## src/hdl/multi_policy_cpu_scheduler_macros.svh

```systemverilog
// Assertion helpers for the scheduler datapath.
`ifndef MULTI_POLICY_CPU_SCHEDULER_MACROS_SVH
`define MULTI_POLICY_CPU_SCHEDULER_MACROS_SVH

// Consequent must hold in the same cycle as the antecedent.
`define MPS_ASSERT_SAME(label, clk, rst_n, ante, cons) \
    label: assert property (@(posedge clk) disable iff (!rst_n) (ante) |-> (cons)) \
        else $error("scheduler check failed");

// Consequent must hold in the cycle after the antecedent.
`define MPS_ASSERT_NEXT(label, clk, rst_n, ante, cons) \
    label: assert property (@(posedge clk) disable iff (!rst_n) (ante) |=> (cons)) \
        else $error("scheduler check failed");

`endif

```

## src/hdl/mps_pkg.sv

```systemverilog
`default_nettype none

package mps_pkg;

    // Default ready queue depth.
    localparam int DEF_QUEUE_DEPTH = 16;

    // Saturation limit of the wait counter.
    localparam logic [23:0] WAIT_MAX = 24'hFFFFFF;

    // Policy codes.
    localparam logic [2:0] POL_FCFS = 3'd0;
    localparam logic [2:0] POL_SJF  = 3'd1;
    localparam logic [2:0] POL_HRRN = 3'd2;
    localparam logic [2:0] POL_RR   = 3'd3;
    localparam logic [2:0] POL_PRIO = 3'd4;

    // Item function codes.
    localparam logic FUNC_ARRIVAL = 1'b0;
    localparam logic FUNC_TICK    = 1'b1;

    // Configuration register indexes.
    localparam logic REG_POLICY  = 1'b0;
    localparam logic REG_QUANTUM = 1'b1;

    // One queued or running process.
    typedef struct packed {
        logic [7:0]  id;
        logic [15:0] burst;
        logic [15:0] left;
        logic [23:0] wait_cnt;
        logic [7:0]  prio;
        logic [31:0] arrive;
    } t_entry;

    // Which logical queue slot the memory read port looks at.
    typedef enum logic [1:0] {
        RSEL_I,
        RSEL_J,
        RSEL_ZERO
    } t_rsel;

    // Controller states.
    typedef enum logic [4:0] {
        S_IDLE,
        S_ARR,
        S_TICK,
        S_P_RDI,
        S_P_LDI,
        S_P_RDJ,
        S_P_MUL,
        S_P_CMP,
        S_P_SW1,
        S_P_SW2,
        S_D_RD,
        S_D_LD,
        S_ADV,
        S_W_RD,
        S_W_WR,
        S_RUN,
        S_MOD,
        S_RR,
        S_FIN
    } t_state;

    // Commands from controller to datapath.
    typedef struct packed {
        logic  latch_in;
        logic  do_arr;
        logic  sort_init;
        logic  ld_first;
        logic  mul;
        logic  cmp;
        logic  sw1;
        logic  sw2;
        logic  disp;
        logic  adv;
        logic  winc;
        logic  run;
        logic  mod_init;
        logic  mod_step;
        logic  rr;
        logic  load_out;
        t_rsel rsel;
    } t_cmd;

    // Status from datapath to controller.
    typedef struct packed {
        logic func;
        logic need_disp;
        logic sort_pol;
        logic cnt_gt1;
        logic j_last;
        logic pass_more;
        logic cnt_zero;
        logic w_last;
        logic rr_pol;
        logic mod_last;
        logic out_free;
    } t_sts;

endpackage

`default_nettype wire

```

## src/hdl/mps_ctrl.sv

```systemverilog
`default_nettype none

module mps_ctrl (
    input  wire           i_clk,
    input  wire           i_rst_n,
    input  wire           i_in_valid,
    input  mps_pkg::t_sts i_sts,
    output mps_pkg::t_cmd o_cmd,
    output logic          o_in_stall
);
    import mps_pkg::*;

    t_state r_state;
    t_state n_state;

    // State register.
    always_ff @(posedge i_clk) begin
        if (!i_rst_n) begin
            r_state <= S_IDLE;
        end else begin
            r_state <= n_state;
        end
    end

    // Next state and commands.
    always_comb begin
        n_state    = r_state;
        o_cmd      = '0;
        o_cmd.rsel = RSEL_I;
        o_in_stall = (r_state != S_IDLE);
        unique case (r_state)
            S_IDLE: begin
                if (i_in_valid) begin
                    o_cmd.latch_in = 1'b1;
                    n_state = S_TICK;
                end
            end
            S_TICK: begin
                if (i_sts.func == FUNC_ARRIVAL) begin
                    n_state = S_ARR;
                end else if (i_sts.need_disp && i_sts.sort_pol && i_sts.cnt_gt1) begin
                    o_cmd.sort_init = 1'b1;
                    n_state = S_P_RDI;
                end else if (i_sts.need_disp) begin
                    n_state = S_D_RD;
                end else begin
                    n_state = S_ADV;
                end
            end
            S_ARR: begin
                o_cmd.do_arr = 1'b1;
                n_state = S_FIN;
            end
            S_P_RDI: begin
                o_cmd.rsel = RSEL_I;
                n_state = S_P_LDI;
            end
            S_P_LDI: begin
                o_cmd.ld_first = 1'b1;
                n_state = S_P_RDJ;
            end
            S_P_RDJ: begin
                o_cmd.rsel = RSEL_J;
                n_state = S_P_MUL;
            end
            S_P_MUL: begin
                o_cmd.mul = 1'b1;
                n_state = S_P_CMP;
            end
            S_P_CMP: begin
                o_cmd.cmp = 1'b1;
                n_state = i_sts.j_last ? S_P_SW1 : S_P_RDJ;
            end
            S_P_SW1: begin
                o_cmd.sw1 = 1'b1;
                n_state = S_P_SW2;
            end
            S_P_SW2: begin
                o_cmd.sw2 = 1'b1;
                n_state = i_sts.pass_more ? S_P_RDI : S_D_RD;
            end
            S_D_RD: begin
                o_cmd.rsel = RSEL_ZERO;
                n_state = S_D_LD;
            end
            S_D_LD: begin
                o_cmd.disp = 1'b1;
                n_state = S_ADV;
            end
            S_ADV: begin
                o_cmd.adv = 1'b1;
                n_state = i_sts.cnt_zero ? S_RUN : S_W_RD;
            end
            S_W_RD: begin
                o_cmd.rsel = RSEL_I;
                n_state = S_W_WR;
            end
            S_W_WR: begin
                o_cmd.winc = 1'b1;
                n_state = i_sts.w_last ? S_RUN : S_W_RD;
            end
            S_RUN: begin
                o_cmd.run = 1'b1;
                o_cmd.mod_init = 1'b1;
                n_state = i_sts.rr_pol ? S_MOD : S_FIN;
            end
            S_MOD: begin
                o_cmd.mod_step = 1'b1;
                if (i_sts.mod_last) begin
                    n_state = S_RR;
                end
            end
            S_RR: begin
                o_cmd.rr = 1'b1;
                n_state = S_FIN;
            end
            S_FIN: begin
                if (i_sts.out_free) begin
                    o_cmd.load_out = 1'b1;
                    n_state = S_IDLE;
                end
            end
            default: begin
                n_state = S_IDLE;
            end
        endcase
    end

endmodule

`default_nettype wire

```

## config.mk

```make
export PLATFORM = sky130hd
export DESIGN_NAME = mps_ctrl
export DESIGN_NICKNAME = d
export VERILOG_FILES = /design/src/hdl/multi_policy_cpu_scheduler_macros.svh /design/src/hdl/mps_pkg.sv /design/src/hdl/mps_ctrl.sv
export SDC_FILE = /design/constraint.sdc
export NUM_CORES = 1
export LEC_CHECK = 0
export BUFFER_PORTS_ARGS = -buffer_cell sky130_fd_sc_hd__buf_2
export CELL_PAD_IN_SITES_DETAIL_PLACEMENT = 2
export CELL_PAD_IN_SITES_GLOBAL_PLACEMENT = 2
export CORE_MARGIN = 8
export CORE_UTILIZATION = 19
export CTS_BUF_LIST = sky130_fd_sc_hd__clkbuf_8
export DETAILED_ROUTE_END_ITERATION = 10
export PLACE_DENSITY = 0.74
export SETUP_SLACK_MARGIN = 0.2
export SLEW_MARGIN = 20
export SYNTH_ARGS = -nofsm -noshare
export SYNTH_HDL_FRONTEND = slang
export SYNTH_SLANG_ARGS = --single-unit
```

## constraint.sdc

```tcl
create_clock -name i_clk -period 1.87 [get_ports i_clk]
set_clock_uncertainty 0.2 [all_clocks]
set_input_delay 0.2805 -clock i_clk [delete_from_list [all_inputs] [get_ports i_clk]]
set_output_delay 0.2805 -clock i_clk [all_outputs]
set_load 0.005 [all_outputs]
```

* Yosys cells after proc, flatten, opt, wreduce, memory -nomap -nowiden
Index checks and enable logic that the tools add are counted.
Cells by class: reductions and logical operators 6, equal/unequal tests 21, mux-type cells 32
Operators by type and width (number):
- $pmux W5 S18 | 1
- $eq A5 B4 Y1 const B | 8
- $mux W5 | 5
- $eq A5 B3 Y1 const B | 4
- $mux W1 | 18
- $eq A5 B5 Y1 const B | 3
- $eq A5 B2 Y1 const B | 2
- $mux W2 | 4
- $mux W4 | 2
- $ne A2 B2 Y1 const B | 3
- $eq A5 B1 Y1 const B | 1
- $logic_not A5 Y1 | 1
- $reduce_bool A5 Y1 | 1
- $pmux W2 S2 | 1
- $mux W3 | 1
- $reduce_and A3 Y1 | 1
- $logic_and A1 B1 Y1 | 2
- $reduce_or A2 Y1 | 1
Word-level totals: logic and storage cells 60, output and inout bits 19, bits in registers 5, bits of input ports 14

* Longest topological paths before layout
Gate-level depths: netlist of run 1.
word-level depth 5, mapped depth 6, gate-level depth less buffers 4

* Worst setup path after synthesis of run 1
OpenSTA, ideal clock, no wires.
path type flip-flop to output port, start register r_state[0], end output o_cmd[6] in the netlist's numbering, stages on the path, launching flop included 6, path buffers 3, arrival 1.300 ns, required time 1.390 ns, path slack 0.090 ns, path through dfxtp_1 clkbuf_1 buf_1 nand2_1 nor2_1 buf_4
RTL lines:
- start, declared | line mps_ctrl.sv:13 | t_state r_state;
- start signal, assigned | line mps_ctrl.sv:21 | r_state <= n_state;
- end, declared | line mps_ctrl.sv:8 | output mps_pkg::t_cmd o_cmd,

==> results of run 1 <==
==> stage by stage <==
step	util	setup TNS, ns	power [W]	area, sq um
6_report	0.3891	-0.004668	0.001719	1159
4_1_cts	0.3164	-0.006601	0.001323	942.2
2_1_floorplan	-	0	0.0006805	586.8
5_1_grt	0.3891	-0.1310	0.001847	1159
3_5_place_dp	0.2651	0	0.0009516	789.5
3_3_place_gp	0.2651	0	0.0009214	789.5
==> cell usage in the layout, fill, tap and decap left out, types with 2 or more instances in the layout <==
master / n
sky130_fd_sc_hd__nor3_2: 4
sky130_fd_sc_hd__dfxtp_2: 2
sky130_fd_sc_hd__dfxtp_4: 3
sky130_fd_sc_hd__nand3_1: 4
sky130_fd_sc_hd__inv_1: 3
sky130_fd_sc_hd__buf_4: 15
sky130_fd_sc_hd__clkbuf_8: 3
sky130_fd_sc_hd__nand2b_1: 4
sky130_fd_sc_hd__nand2_1: 3
sky130_fd_sc_hd__a21oi_1: 3
sky130_fd_sc_hd__nor2_4: 4
sky130_fd_sc_hd__nand2_4: 3
sky130_fd_sc_hd__o21ai_0: 5
sky130_fd_sc_hd__nand2b_4: 2
sky130_fd_sc_hd__nor2b_4: 2
sky130_fd_sc_hd__buf_12: 2
sky130_fd_sc_hd__nor2_1: 9
sky130_fd_sc_hd__nor2_2: 5
sky130_fd_sc_hd__and2_1: 2
sky130_fd_sc_hd__buf_2: 31
sky130_fd_sc_hd__buf_6: 5
==> kinds of logic (layout without fill, tap and decap cells) <==
| logic type | after synthesis | after routing | share of synthesized area |
|---|---|---|---|
| DFF | 5 | 5 | 0.1717 |
| xor gates and xnor gates | 1 | 1 | 0.01502 |
| and+or+nand+nor | 52 | 52 | 0.4571 |
| buffers and inverters | 11 | 61 | 0.09225 |
| AOI/OAI and AO/OA | 22 | 22 | 0.2640 |
==> how the worst max path moves through the flow <==
stage | startpoint | to | slack [ns] | depth (start not counted)
3_3_place_gp | r_state[4]$_SDFFE_PN0P_ | r_state[1]$_SDFFE_PN0P_ | 0.15 | 3
5_1_grt | r_state[3]$_SDFFE_PN0P_ | o_cmd[4] | -0.04 | 3
6_report | r_state[3]$_SDFFE_PN0P_ | o_cmd[4] | -0.005 | 3
2_1_floorplan | r_state[3]$_SDFFE_PN0P_ | r_state[1]$_SDFFE_PN0P_ | 0.15 | 4
4_1_cts | r_state[2]$_SDFFE_PN0P_ | o_cmd[2] | -0.007 | 3
3_5_place_dp | r_state[2]$_SDFFE_PN0P_ | r_state[1]$_SDFFE_PN0P_ | 0.13 | 3
==> where the power goes <==
part / internal (W) / switching, W / total, W
Combinational: 0.000638 / 0.000650 / 0.00129
Clock: 0.000141 / 0.0000555 / 0.000196
Sequential: 0.000164 / 0.0000703 / 0.000234
==> cell usage after synthesis (all sizes together) <==
library cell | count | share of area
nor2 | 18 | 0.12
nand2 | 7 | 0.045
nand2b | 6 | 0.064
o21ai | 6 | 0.052
dfxtp | 5 | 0.17
buf | 4 | 0.047
clkbuf | 4 | 0.026
nand3 | 4 | 0.034
nor3 | 4 | 0.034
a21oi | 3 | 0.026
inv | 3 | 0.019
nor2b | 3 | 0.032
and2 | 2 | 0.021
and3 | 2 | 0.021
or4b | 2 | 0.041
a2111oi | 1 | 0.015
a211oi | 1 | 0.013
a21boi | 1 | 0.013
a21o | 1 | 0.013
a221oi | 1 | 0.015
a32oi | 1 | 0.015
a41oi | 1 | 0.015
and4 | 1 | 0.015
nand4 | 1 | 0.011
o2111a | 1 | 0.019
o211ai | 1 | 0.013
o21a | 1 | 0.013
o2bb2ai | 1 | 0.015
o31ai | 1 | 0.013
o32ai | 1 | 0.015
or2 | 1 | 0.011
or3 | 1 | 0.011
xnor2 | 1 | 0.015
==> layer usage <==
layer | GRT usage | vias to the layer above
met1 | 0.1276 | 427
li1 | - | 422
met2 | 0.1990 | 20
met3 | 0.03208 | 4
met4 | 0.04157 | 0
met5 | 0 | -
==> layout make-up <==
| class | count | area, sq um |
|---|---|---|
| tap | 33 | 41.29 |
| sequential | 5 | 113.9 |
| multi-input combinational | 75 | 565.5 |
| clock inverter | 1 | 3.754 |
| fill | 356 | 1819 |
| inverter | 3 | 13.76 |
| clock buffer | 3 | 41.29 |
| timing repair buffer | 54 | 379.1 |
==> worst max-delay path: cells and delay by family (launching register included) <==
family	cells	cell delay (ns)
and+or+nand+nor	2	0.71
DFF	1	0.34
buffers and inverters	1	0.12
==> repair_timing <==
item,CTS,global route
pin swaps,1,11
endpoints found under the setup margin,21,21
setup buffers,2,14
gates resized for setup,30,26
==> results.txt, run 1 <==
* WL met1: about 1300 um
* Core footprint: 0.002978 sq mm
- Final-report setup violation count: 1
- Number of vias in the routed layout: roughly 870
- Data on the critical path arrives at its endpoint at 1.39 ns.
- In the final layout, the share of cells above drive strength 1 is 0.6312.
* Status: finished, violations left
* End point of the worst hold path: r_state[4]$_SDFFE_PN0P_
* Met3 Routed Length: around 140 um
- The tightest min-delay check is of the in2reg type.
- The largest individual stage delay along the critical path comes from the cell sky130_fd_sc_hd__or4b_4.
* Synthesized netlist cell count: between 90 and 100
* Vert. Die Dim: between 70 and 80 um
* Final net count: around 160
- Cell count of the worst reg-to-reg path: 3
* Maximum ir drop on the vdd rail: roughly 0.63 mV
- For this configuration, the core starts out at a cell density of 0.1958.
* Type of element capturing the critical path: primary output
- The share of the Yosys chip area taken by registers is 0.1717.
- Clock H-tree levels: 1
- Worst-path fanout max: 5
- Dividing total power by cell area gives a power density of 1484 mW/mm^2.
- The register with the most flip-flops in the final layout is r_state.
- For this block, the routed nets add up to between 3000 and 4000 um of wire.
- The register with the most flip-flops in the layout has 5 of them.
- Clock tree synthesis inserted a total of 3 buffers.
- In this run the tightest slew margin relative to its limit is 0.7096.
- Top Layer Used: met4
* Worst Setup Path Type: reg2out
- R2R Setup Slk: about 0.080 ns
* Kind of start point of the critical path: flop
- Beginning of the worst register-to-register path: r_state[3]$_SDFFE_PN0P_
- Maximum root-to-sink buffer count: 2
* Die footprint: approximately 0.005 sq mm
- After the first detailed-routing iteration, the DRC count stood at 18.
- Number of antenna violations at the first check in global routing: 0
* Number of placed instances with taps included: about 150
- Maximum number of pins on one net before global-route repair: 15
- Summing every instance area after synthesis gives 583.1 sq um.
- Wire length of the first global-routing pass: about 4700 um
- The checks that failed: setup timing.
- TritonCTS built the clock tree.
- From left edge to right edge, the die measures ~71 um.
* Clk sink count: 5
- Met2 WL post-DR: about 1800 um
- Number of remaining DRC errors: 0
- Flip-flop and latch count after synthesis: 5
* Buffer cell driving the clock tree root: sky130_fd_sc_hd__clkbuf_8
- Using the TritonRoute via totals, the vias-per-cell ratio works out to between 5 and 6.
- Clock period minus final worst setup slack: roughly 1.9 ns
* Leakage: roughly 0.55 nW
- Top-level port count: 33
- Total grt overflow: 0
* MaxCap Viol Count: 0
* Wire length per cell after detailed routing: approximately 19 um
- Excluding fillers, the count of instances in the completed layout stands at 174.
* End of the worst register-to-register path: r_state[1]$_SDFFE_PN0P_
- For this run, the top clock speed supported by timing is around 530 MHz.
- The largest registers in the layout are r_state (5).
* Number of slew-limit violations in the final report: 0
- During placement, the flow inserted port buffers numbering 32.
- Post-CTS Hold Fix Bufs: 0
* Minimum setup slack after placement: around 0.13 ns
- In this run the most critical hold path is launched from i_rst_n.
- Vias in the first global route: about 920
- Half-perimeter wire length of the detailed placement result: roughly 2200 um
- Clock-pin slew was measured on the worst setup and hold paths at around 0.04 ns.
* Cell variety after synth: 37
* Residual antenna-violating net count after detailed routing: 0
- The repair_antennas step left the layout with diodes totalling 0.
- Data on the critical path is required at its endpoint by between 1 and 1.5 ns.
- Avg Inst Size Synth: 6.407 sq um
- Pin slew with the least headroom to its limit: approximately 0.43 ns
- Overall global routing resource usage: 0.1140
- Post-layout worst setup margin: -0.004668 ns
- The critical path goes through or4b_4 > nor2_4 > buf_2.
- Hold-critical path depth: 2
- Area overhead of the layout relative to synthesis: 98.71%
* CP max stage delay: between 0.5 and 0.6 ns
- At the end of routability-driven placement, the weighted congestion stood at 0.8121.
* Count of TritonRoute iterations in the first routing pass: 4
* Final Cycle Share: 1.002
- The floorplan has 20 rows.
- Fin. Hold Viols: 0
- Counting every net in the synthesized netlist gives between 100 and 150.
* Total number of yosys warnings: 0
* RSZ-0062 raised after global routing: yes
- Hold timing on the final database bottoms out at a slack of about 0.12 ns.
* Latest clock arrival within the worst-skew pair: roughly 0.22 ns
Power figures use the tool's default switching activity.
==> run 2, diff against run 1 <==
- PLACE_DENSITY: 0.74 -> 0.75
==> results.txt, run 2 (synthesized netlist as in run 1, its figures left out) <==
* Busiest metal layer after global routing: met2
* Fin. Hold Viols: 0
- The checks that failed: setup timing.
* Vert. Die Dim: 71.40 um
* Maximum ir drop on the vdd rail: about 0.56 mV
- Leaving out fill and tap cells, the most frequent cell in the layout is sky130_fd_sc_hd__buf_2.
- After layout, the worst setup slack is -0.08742 ns.
- Number of port buffers: 32
- Once detail routing completed, the nets flagged for antenna violations numbered 0.
- Clk sink count: 5
* Vias in the first global route: a little over 900
- The tree is rooted in a sky130_fd_sc_hd__clkbuf_8.
- Overall global routing resource usage: 0.1160
- Worst slew slack as a fraction of its limit: 0.6080
- Number of placement rows: 20
- Final-report setup violation count: 3
- The floorplan step defined a core boundary enclosing slightly below 0.003 sq mm.
* Final standard cell count with taps included and fillers excluded: ~180
- TritonCTS clock tree: yes
- Final net count: 157
- For the pin with the worst max-slew slack, the measured transition is 0.5865 ns.
- Wire length per cell after detailed routing: between 15 and 20 um
* Layout cell share with drive strength beyond 1: 0.6408
- In the final layout, the registers with the most flip-flops are r_state (5).
- After global routing the overflow that remains totals 0.
- Leakage: 0.5284 nW
* Die X: slightly above 70 um
- Wire length of the first global-routing pass: around 4700 um
- Dividing the detail-routed via count by the number of cells gives around 5.0.
- Before antenna repair, the detailed router went through 3 iterations.
- Entering global routing, the biggest net connects 10 pins.
* Gp weighted congestion: 0.7926
- Summed over all nets, the half-perimeter wirelength after detailed placement is roughly 2200 um.
- The design draws about 0.0017 W.
- Clock tree synthesis inserted a total of 3 buffers.
* Top-level port count: 33
- Starting density of the core: 0.1958
- For this run, the share of the core covered by cells in the final layout is 0.4000.
- The area growth from synthesis to layout is 104.3%.
- Status: finished, violations left
- Kind of start point of the critical path: flop
- Top achievable clock speed: around 500 MHz
* Worst Setup Path Type: reg2reg
- Ant. Diodes: 0
- Number of flip-flops under the largest register name: 5
* Die footprint: a little over 0.005 sq mm
- Number of vias in the routed layout: between 800 and 900
- The clock reaches the later pin of the worst-skew pair after around 0.24 ns.
- Final Cycle Share: 1.047
* Maximum root-to-sink buffer count: 2
- Met3 capacity usage during global routing: 0.02929
* Clock period minus final worst setup slack: 1.957 ns
- Iter 0 DRT Violations: 25
- Number of remaining DRC errors: 0
- Clk slew on worst S/H paths: ~0.040 ns
* Hold crit path type: in2reg
* Worst-path fanout max: 5
* Power Dens Cells: roughly 1500 mW/mm^2
- CTS built an H-tree with a depth of 1.
- CP Data Required Time: 1.77 ns
* Met2 usage: 0.2071
- Type of element capturing the critical path: flop
* Arrival time at the worst endpoint: between 1.5 and 2 ns
* RSZ-0062 raised after global routing: yes
- The initial antenna violation count is 0.
- After detailed placement, the design holds a cell count of about 160.
- The layout has approximately 330 filler cells.
- Ranked by flip-flop count, first place goes to r_state.
* Number of slew-limit violations in the final report: 0
- MaxCap Viol Count: 0
* Routed wire length: approximately 3400 um
- In the layout the commonest cells are 31 x sky130_fd_sc_hd__buf_2, 14 x sky130_fd_sc_hd__buf_4, 7 x sky130_fd_sc_hd__nor2_2, 7 x sky130_fd_sc_hd__nor2_1.
* Met1 track demand over resource: 0.1260
## run 2: path summary, 6_finish.rpt
check,from,endpoint,slack (ns),cells past startpoint
setup / recovery,r_state[3]$_SDFFE_PN0P_,r_state[1]$_SDFFE_PN0P_,-0.09,5
hold / removal,i_rst_n,r_state[4]$_SDFFE_PN0P_,0.12,2
setup reg to reg,r_state[3]$_SDFFE_PN0P_,r_state[1]$_SDFFE_PN0P_,-0.09,5
hold reg to reg,r_state[0]$_SDFFE_PN0P_,r_state[3]$_SDFFE_PN0P_,0.45,3
## run 2: what timing repair did
action | in CTS | in global routing
setup endpoints to repair | 20 | 21
hold buffers | 0 | 0
pin swaps | 7 | 10
setup buffers | 3 | 11
gates resized for setup | 28 | 33
## run 2: power by group
part | switching [W] | internal, W | total, W
clock | 0.0000732 | 0.000142 | 0.000216
sequential | 0.0000659 | 0.000168 | 0.000233
combinational | 0.000678 | 0.000606 | 0.00128
total | 0.000817 | 0.000916 | 0.00173
## run 2: layout make-up
| type | instances | area (sq um) | share of cell area |
|---|---|---|---|
| Timing Repair Buffer | 55 | 401.6 | 0.3372 |
| Multi-Input combinational cell | 75 | 573.1 | 0.4811 |
| Clock inverter | 1 | 3.754 | 0.003151 |
| Inverter | 3 | 11.26 | 0.009454 |
| Tap cell | 33 | 41.29 | 0.03466 |
| Clock buffer | 3 | 41.29 | 0.03466 |
| Sequential cell | 5 | 118.9 | 0.09979 |
## run 2: per-layer routing
layer / wire length [um] / part of all wire
met1: 1507 / 0.44
met2: 1739 / 0.50
met3: 156 / 0.045
met4: 44 / 0.013
met5: 0 / 0
## run 2: worst max-delay path: stages (launching register included)
cell	delay [ns]
sky130_fd_sc_hd__dfxtp_4	0.37
sky130_fd_sc_hd__buf_6	0.11
sky130_fd_sc_hd__or2_1	0.25
sky130_fd_sc_hd__a221oi_1	0.16
sky130_fd_sc_hd__a2111oi_1	0.60
sky130_fd_sc_hd__o21ai_1	0.12
## run 2: stage by stage
step / setup slack, ns / TNS, ns / hold WS, ns / instance area [sq um]
after floorplan: 0.1531 / 0 / 0.1980 / 586.8
after global placement: 0.1823 / 0 / 0.3622 / 812.0
after detailed placement: 0.1181 / 0 / 0.3715 / 812.0
after CTS: -0.02770 / -0.03378 / 0.1192 / 967.2
after global routing: -0.2240 / -0.4294 / 0.1235 / 1191
final: -0.08742 / -0.1621 / 0.1196 / 1191
